[src/rtl/core/lis_length_patience_tails_unit_defines.svh]
// assertion macros shared by the lis tails unit modules
// needs clk and rst in scope at the point of use
`ifndef LIS_LENGTH_PATIENCE_TAILS_UNIT_DEFINES_SVH
`define LIS_LENGTH_PATIENCE_TAILS_UNIT_DEFINES_SVH

// condition that holds at every clock edge out of reset
`define LPT_ASSERT_ALWAYS(label, cond, msg) \
  label: assert property (@(posedge clk) disable iff (rst) (cond)) else $error(msg);

// condition that holds in the cycle after a trigger
`define LPT_ASSERT_NEXT(label, ante, cons, msg) \
  label: assert property (@(posedge clk) disable iff (rst) (ante) |=> (cons)) else $error(msg);

`endif

[src/rtl/core/lpt_pkg.sv]
// shared constants and types for the lis tails unit
// no dependencies
`timescale 1ns / 1ps

package lpt_pkg;

  localparam int TAILS_DEPTH_DEF = 1024;
  localparam int VALUE_W = 32;
  localparam int LENGTH_W = 11;

  // flipping the sign bit makes signed order match unsigned order
  localparam logic [VALUE_W-1:0] SIGN_FLIP = 32'h8000_0000;

  typedef struct packed {
    logic done;
    logic append;
  } search_stat_t;

endpackage

[src/rtl/core/lpt_search.sv]
// binary search for the first tail not less than the key
// one compare after each read step against the tails store; depends on lpt_pkg
`timescale 1ns / 1ps

`include "lis_length_patience_tails_unit_defines.svh"

module lpt_search #(
  parameter int TAILS_DEPTH = lpt_pkg::TAILS_DEPTH_DEF,
  localparam int CW = $clog2(TAILS_DEPTH + 1),
  localparam int AW = (TAILS_DEPTH > 1) ? $clog2(TAILS_DEPTH) : 1
) (
  input  logic                        clk,
  input  logic                        rst,
  input  logic                        start,
  input  logic [lpt_pkg::VALUE_W-1:0] key,
  input  logic [CW-1:0]               count,
  output logic [AW-1:0]               rd_addr,
  input  logic [lpt_pkg::VALUE_W-1:0] rd_data,
  output logic [CW-1:0]               pos,
  output lpt_pkg::search_stat_t       stat
);

  localparam logic [1:0] S_IDLE = 2'd0;
  localparam logic [1:0] S_READ = 2'd1;
  localparam logic [1:0] S_CMP  = 2'd2;

  logic [1:0]    state;
  logic [CW-1:0] lo;
  logic [CW-1:0] hi;
  logic [CW-1:0] mid;
  logic [CW-1:0] span;

  assign span = hi - lo;
  assign mid = lo + (span >> 1);
  assign rd_addr = mid[AW-1:0];

  always_ff @(posedge clk) begin
    if (rst) begin
      state <= S_IDLE;
    end else begin
      unique case (state)
        S_IDLE: if (start) state <= S_READ;
        S_READ: state <= (lo == hi) ? S_IDLE : S_CMP;
        S_CMP:  state <= S_READ;
        default: state <= S_IDLE;
      endcase
    end
  end

  // store data for mid arrives in the compare cycle
  always_ff @(posedge clk) begin
    if (state == S_IDLE && start) begin
      lo <= '0;
      hi <= count;
    end else if (state == S_CMP) begin
      if (rd_data < key) begin
        lo <= mid + CW'(1);
      end else begin
        hi <= mid;
      end
    end
  end

  assign pos = lo;
  assign stat.done = (state == S_READ) && (lo == hi);
  assign stat.append = (lo == count);

  `LPT_ASSERT_ALWAYS(a_bounds_ordered, state == S_IDLE || lo <= hi, "search bounds crossed")
  `LPT_ASSERT_ALWAYS(a_hi_in_range, state == S_IDLE || hi <= count, "search upper bound past count")
  `LPT_ASSERT_NEXT(a_start_idle, start, state != S_IDLE || $past(state) != S_IDLE, "start ignored")

endmodule

[config.mk]
export PLATFORM = sky130hd
export DESIGN_NAME = lpt_search
export DESIGN_NICKNAME = d
export VERILOG_FILES = /design/src/rtl/core/lpt_pkg.sv /design/src/rtl/core/lpt_search.sv
export VERILOG_INCLUDE_DIRS = /design/src /design/src/rtl/core
export SDC_FILE = /design/constraint.sdc
export NUM_CORES = 1
export LEC_CHECK = 0
export ABC_AREA = 0
export BUFFER_PORTS_ARGS = -buffer_cell sky130_fd_sc_hd__buf_4
export CAP_MARGIN = 5
export CORE_MARGIN = 3
export CORE_UTILIZATION = 55
export DETAILED_ROUTE_END_ITERATION = 10
export PLACE_DENSITY = 0.87
export SLEW_MARGIN = 40
export SYNTH_ARGS = -nofsm -noshare
export SYNTH_HDL_FRONTEND = slang
export SYNTH_SLANG_ARGS = --single-unit
[constraint.sdc]
create_clock -name clk -period 8 [get_ports clk]
set_input_delay 1.2 -clock clk [delete_from_list [all_inputs] [get_ports clk]]
set_output_delay 1.2 -clock clk [all_outputs]
set_load 0.05 [all_outputs]
; ---- Word-level counts from Yosys, hierarchy flattened
; Index checks and enable logic that the tools add are counted.
[op_classes]
n_addsub = 3
order_cmp = 1
eq_ne = 6
muxes = 6
n_reduce_logical = 6
[ops]
columns = operator, n
row1 = 11-bit 2-to-1 mux, 3
row2 = 32-bit < comparator, 1
row3 = 11-bit equality test, 2
row4 = 11-bit by 1-bit adder with 11-bit output (second input constant), 1
row5 = 11-bit by 10-bit adder with 11-bit output, 1
row6 = 11-bit subtractor, 1
row7 = 2-bit case mux with 3 select lines, 1
row8 = 2-bit 2-to-1 mux, 2
row9 = 2-bit != test (second input constant), 2
row10 = 2-bit AND reduction, 2
row11 = 2-bit by 1-bit equality test with 1-bit output (second input constant), 1
row12 = 2-bit equality test (second input constant), 1
row13 = 1-bit logical AND, 2
row14 = 2-bit zero test, 1
row15 = 2-bit nonzero test, 1
[word_totals]
register_bits = 24

; ---- Logic depth before layout (Yosys ltp)
[depth]
word_depth = 5
depth_mapped = 19
depth_no_buf = 19

; ---- Worst setup path before layout
; Ideal clock, no wire load.
[synth_path]
kind = reg2out
startpoint = register lo[1], in the netlist pos[1]
endpoint = output rd_addr[9]
t_arrival_ns = 4.123
t_required_ns = 6.800
setup_slack_ns = 2.677
path_stages_with_launch = 15
n_path_buf = 0
cell_sequence = dfxtp_1 inv_1 ha_1 nor2b_1 o21ai_0 a21boi_0 o21ai_0 nand2_1 xor2_1 ha_1 and3_4 a2111o_1 a31oi_1 o21ai_0 xor2_1
[synth_between]
elab_chain_cells = 2
[synth_lines]
columns = element, line_no
row1 = start: declaration, lpt_search.sv:28  ; logic [CW-1:0] lo;
row2 = start signal: assignment, lpt_search.sv:57  ; lo <= mid + CW'(1);
row3 = 11-bit subtractor, lpt_search.sv:33  ; assign span = hi - lo;
row4 = 11-bit by 10-bit adder with 11-bit output (*), lpt_search.sv:34  ; assign mid = lo + (span >> 1);
row5 = end: declaration, lpt_search.sv:17  ; output logic [AW-1:0] rd_addr,
; Mark *: on every way between the ends. The rest lies on a longest branch, timed or not.

; ---- Worst setup path after layout
; Ends and elaborated chain as after synthesis.

==> qor.yml <==
run_status:
  status: "completed"
global_routing:
  grt_max_degree: 27
  grt_pass1_wl_microns: 12700
  grt_pass1_vias: 2907
  grt.overflow.total: 0
  grt_antenna_before_repair: 0
  track_usage: 0.255
clock_network:
  numCtsBuffers: 3
  post_cts_buffers: 0
  cts_resized: 0
  cts-root-buf: "clkbuf_8"
  cts.sinks: 24
  cts_tree: "yes"
  clk_pin_slew_ns: 0.09
  hold_buffers: 0
  h-tree-depth: 1
  max-clock-path-buffers: 2
  clk_latency_ns: 0.28
logic_synthesis:
  yosysWarningCount: 0
  async_flop_share: 0
  synth_top_area_frac: 0.224
  synth_area_sq_um: 2910
  ys_seq_elements: 24
  synth_largest_area_cell: "ha_1"
  synth_area_leaders: "ha_1 (22%), edfxtp_1 (11%), dfxtp_1 (8.9%)"
  syn-instance-count: 341
  synth_ff_type: "dfxtp_1"
  synth_edf_count: 11
  ys_seq_area_frac: 0.203
  synth.avg_cell_area_sq_um: 8.53
  synthDistinctLibCells: 51
  synth_nets: 473
setup_path:
  reg2reg_depth: 18
  critPathLaunchType: "flop"
  crit_path_end_kind: "output port"
  cp.arrival_ns: 4.06
  critical_path_class: "flop to output port"
  critPathMaxFanout: 6
  cp.required_ns: 6.80
final_layout:
  diodes: 0
  final_nets: 577
  fillCellCount: 381
  fin_util: 0.773
  area_growth_pct: 30.4
  drive_above_1_share: 0.286
detailed_routing:
  routedWlPerCell_microns: 15.0
  drt-initial-drc-count: 117
  wl_microns: 7680
  num_vias: 2810
  first_pass_iters: 4
  drc: 0
  antenna_left: 0
  vias_per_cell: 5.50
placed_design:
  hpwl_microns: 6660
  port_buffers: 100
  gp_congestion: 0.901
floorplanning:
  dieWidth_microns: 78.7
  core_area_sq_um: 4910
  io_pins: 101
  start_util: 0.593
  dieHeight_microns: 78.7
  placementRows: 25
  design.die.area_sq_um: 6200
job:
  cap_violations: 0
sta:
  finalSetupViolCount: 0
  hold_viol_final: 0
  post-route-period-util: 0.657
  rsz0062_at_grt: "false"
  finClkSkew_ns: 0.00846
  relSlewSlack: 0.592
  slew_viol_final: 0
  post-route-min-period_ns: 5.26
  setup_tns_ns: 0
  max_slew.worst_pin.slew_ns: 0.608
  fmax_ghz: 0.190
power_and_ir_drop:
  total_power_mw: 1.60
  power_density_nw_per_um2: 422
  p_leak_nw: 1.90
  ir_worst_vdd_mv: 0.408
worst_hold_path:
  min_delay_path_depth: 1
  holdCritPathClass: "flop to flop"
==> critical path, cell delays in order (launching register included) <==
cell and delay (ns):
dfxtp_1 0.47, inv_1 0.14, ha_1 0.32, nor2b_1 0.13, o21ai_0 0.18, a21boi_0 0.14
o21ai_0 0.24, a21oi_1 0.12, nor2_1 0.15, xnor2_1 0.08, ha_1 0.24, or3_1 0.34
a2111o_1 0.34, a31oi_1 0.19, o21ai_0 0.11, xor2_1 0.31, buf_4 0.27
==> area by class of cell <==
| type | count | area (sq um) | area share |
|---|---|---|---|
| clock buffer | 4 | 45.0 | 0.0119 |
| inverter | 55 | 206 | 0.0544 |
| multi-input combinational | 259 | 2100 | 0.554 |
| sequential | 24 | 591 | 0.156 |
| tap | 67 | 83.8 | 0.0221 |
| timing repair buffer | 102 | 766 | 0.202 |
==> through the flow <==
| step | worst slack (ns) | std cells | cell area [sq um] | hold WS, ns |
|---|---|---|---|---|
| after floorplan | 2.68 | 341 | 2910 | 0.459 |
| after global placement | 3.20 | 507 | 3750 | 0.502 |
| after detailed placement | 3.06 | 507 | 3750 | 0.507 |
| after CTS | 2.73 | 511 | 3790 | 0.520 |
| after global routing | 2.34 | 511 | 3790 | 0.544 |
| final | 2.74 | 511 | 3790 | 0.520 |
==> cell families after synthesis <==
kind of cell	after synthesis	share of synthesized area
AO/OA/AOI/OAI	74	0.180
buffers and inverters	58	0.0761
adder cells (fa/ha/maj)	54	0.237
flip-flops	24	0.203
multiplexers	9	0.0340
AND/OR/NAND/NOR	86	0.150
XOR/XNOR	36	0.120
==> where the power goes <==
group | total, mW | switching [mW] | internal (mW)
Combinational | 1.32 | 0.836 | 0.488
Clock | 0.0784 | 0.0426 | 0.0358
Sequential | 0.198 | 0.0205 | 0.177
Total | 1.60 | 0.899 | 0.701
==> metal layers <==
layer	track usage	vias to the layer above	wire length, microns
li1	-	1405	-
met1	0.300	1303	3180
met2	0.468	81	3870
met3	0.0431	21	425
met4	0.0839	0	204
met5	0	-	0
==> worst paths after layout <==
path | from | endpoint | slack (ns)
setup / recovery | pos[1] | rd_addr[9] | 2.74
hold / removal | state[1] | state[1] | 0.52
setup reg to reg | pos[1] | pos[8] | 3.86
hold reg to reg | state[1] | state[1] | 0.52
==> cells in the final DEF (no fill, tap or decap), types with 2 or more instances in the layout <==
cell       netlist  layout
mux2i_1          2       2
and2_1           2       2
o211ai_1         2       2
fa_1             2       2
nor3_1           5       5
xnor2_1         22      22
mux2_2           7       7
o21bai_1         2       2
a21oi_1         23      23
a31oi_1          2       2
nand2_1         22      22
a21o_1           6       6
a211oi_2         2       2
a21o_2           2       2
xor2_1          11      11
nor4_1           2       2
buf_4            1     102
inv_1           55      55
o21ai_0         14      14
nor2b_1          6       6
nor2_1          23      23
a211oi_1        10      10
ha_1            52      52
clkbuf_8         0       3
a2111oi_4        2       2
nand4_1          8       8
dfxtp_1         13      13
and3_1           2       2
a21boi_0         2       2
nand3_1          6       6
edfxtp_1        11      11
==> synthesized netlist by cell type, drive strengths merged, types with 2 or more instances <==
| cell type | number |
|---|---|
| o21bai | 3 |
| a2111oi | 2 |
| a21boi | 2 |
| a21o | 8 |
| a211oi | 12 |
| mux2 | 7 |
| nand2 | 22 |
| fa | 2 |
| and3 | 3 |
| and2 | 2 |
| edfxtp | 11 |
| nand3 | 6 |
| a21oi | 23 |
| mux2i | 2 |
| nand4 | 9 |
| xnor2 | 24 |
| clkbuf | 2 |
| a31oi | 2 |
| xor2 | 12 |
| nor3 | 5 |
| o21ai | 14 |
| inv | 55 |
| dfxtp | 13 |
| nor4 | 2 |
| o211ai | 2 |
| ha | 52 |
| nor2b | 6 |
| nor2 | 24 |
==> registers in the layout, summed over array words and instances, names as in the netlist <==
register	count
state	2
pos	11
hi	11
Note: power is estimated with default switching activity, not from simulation.
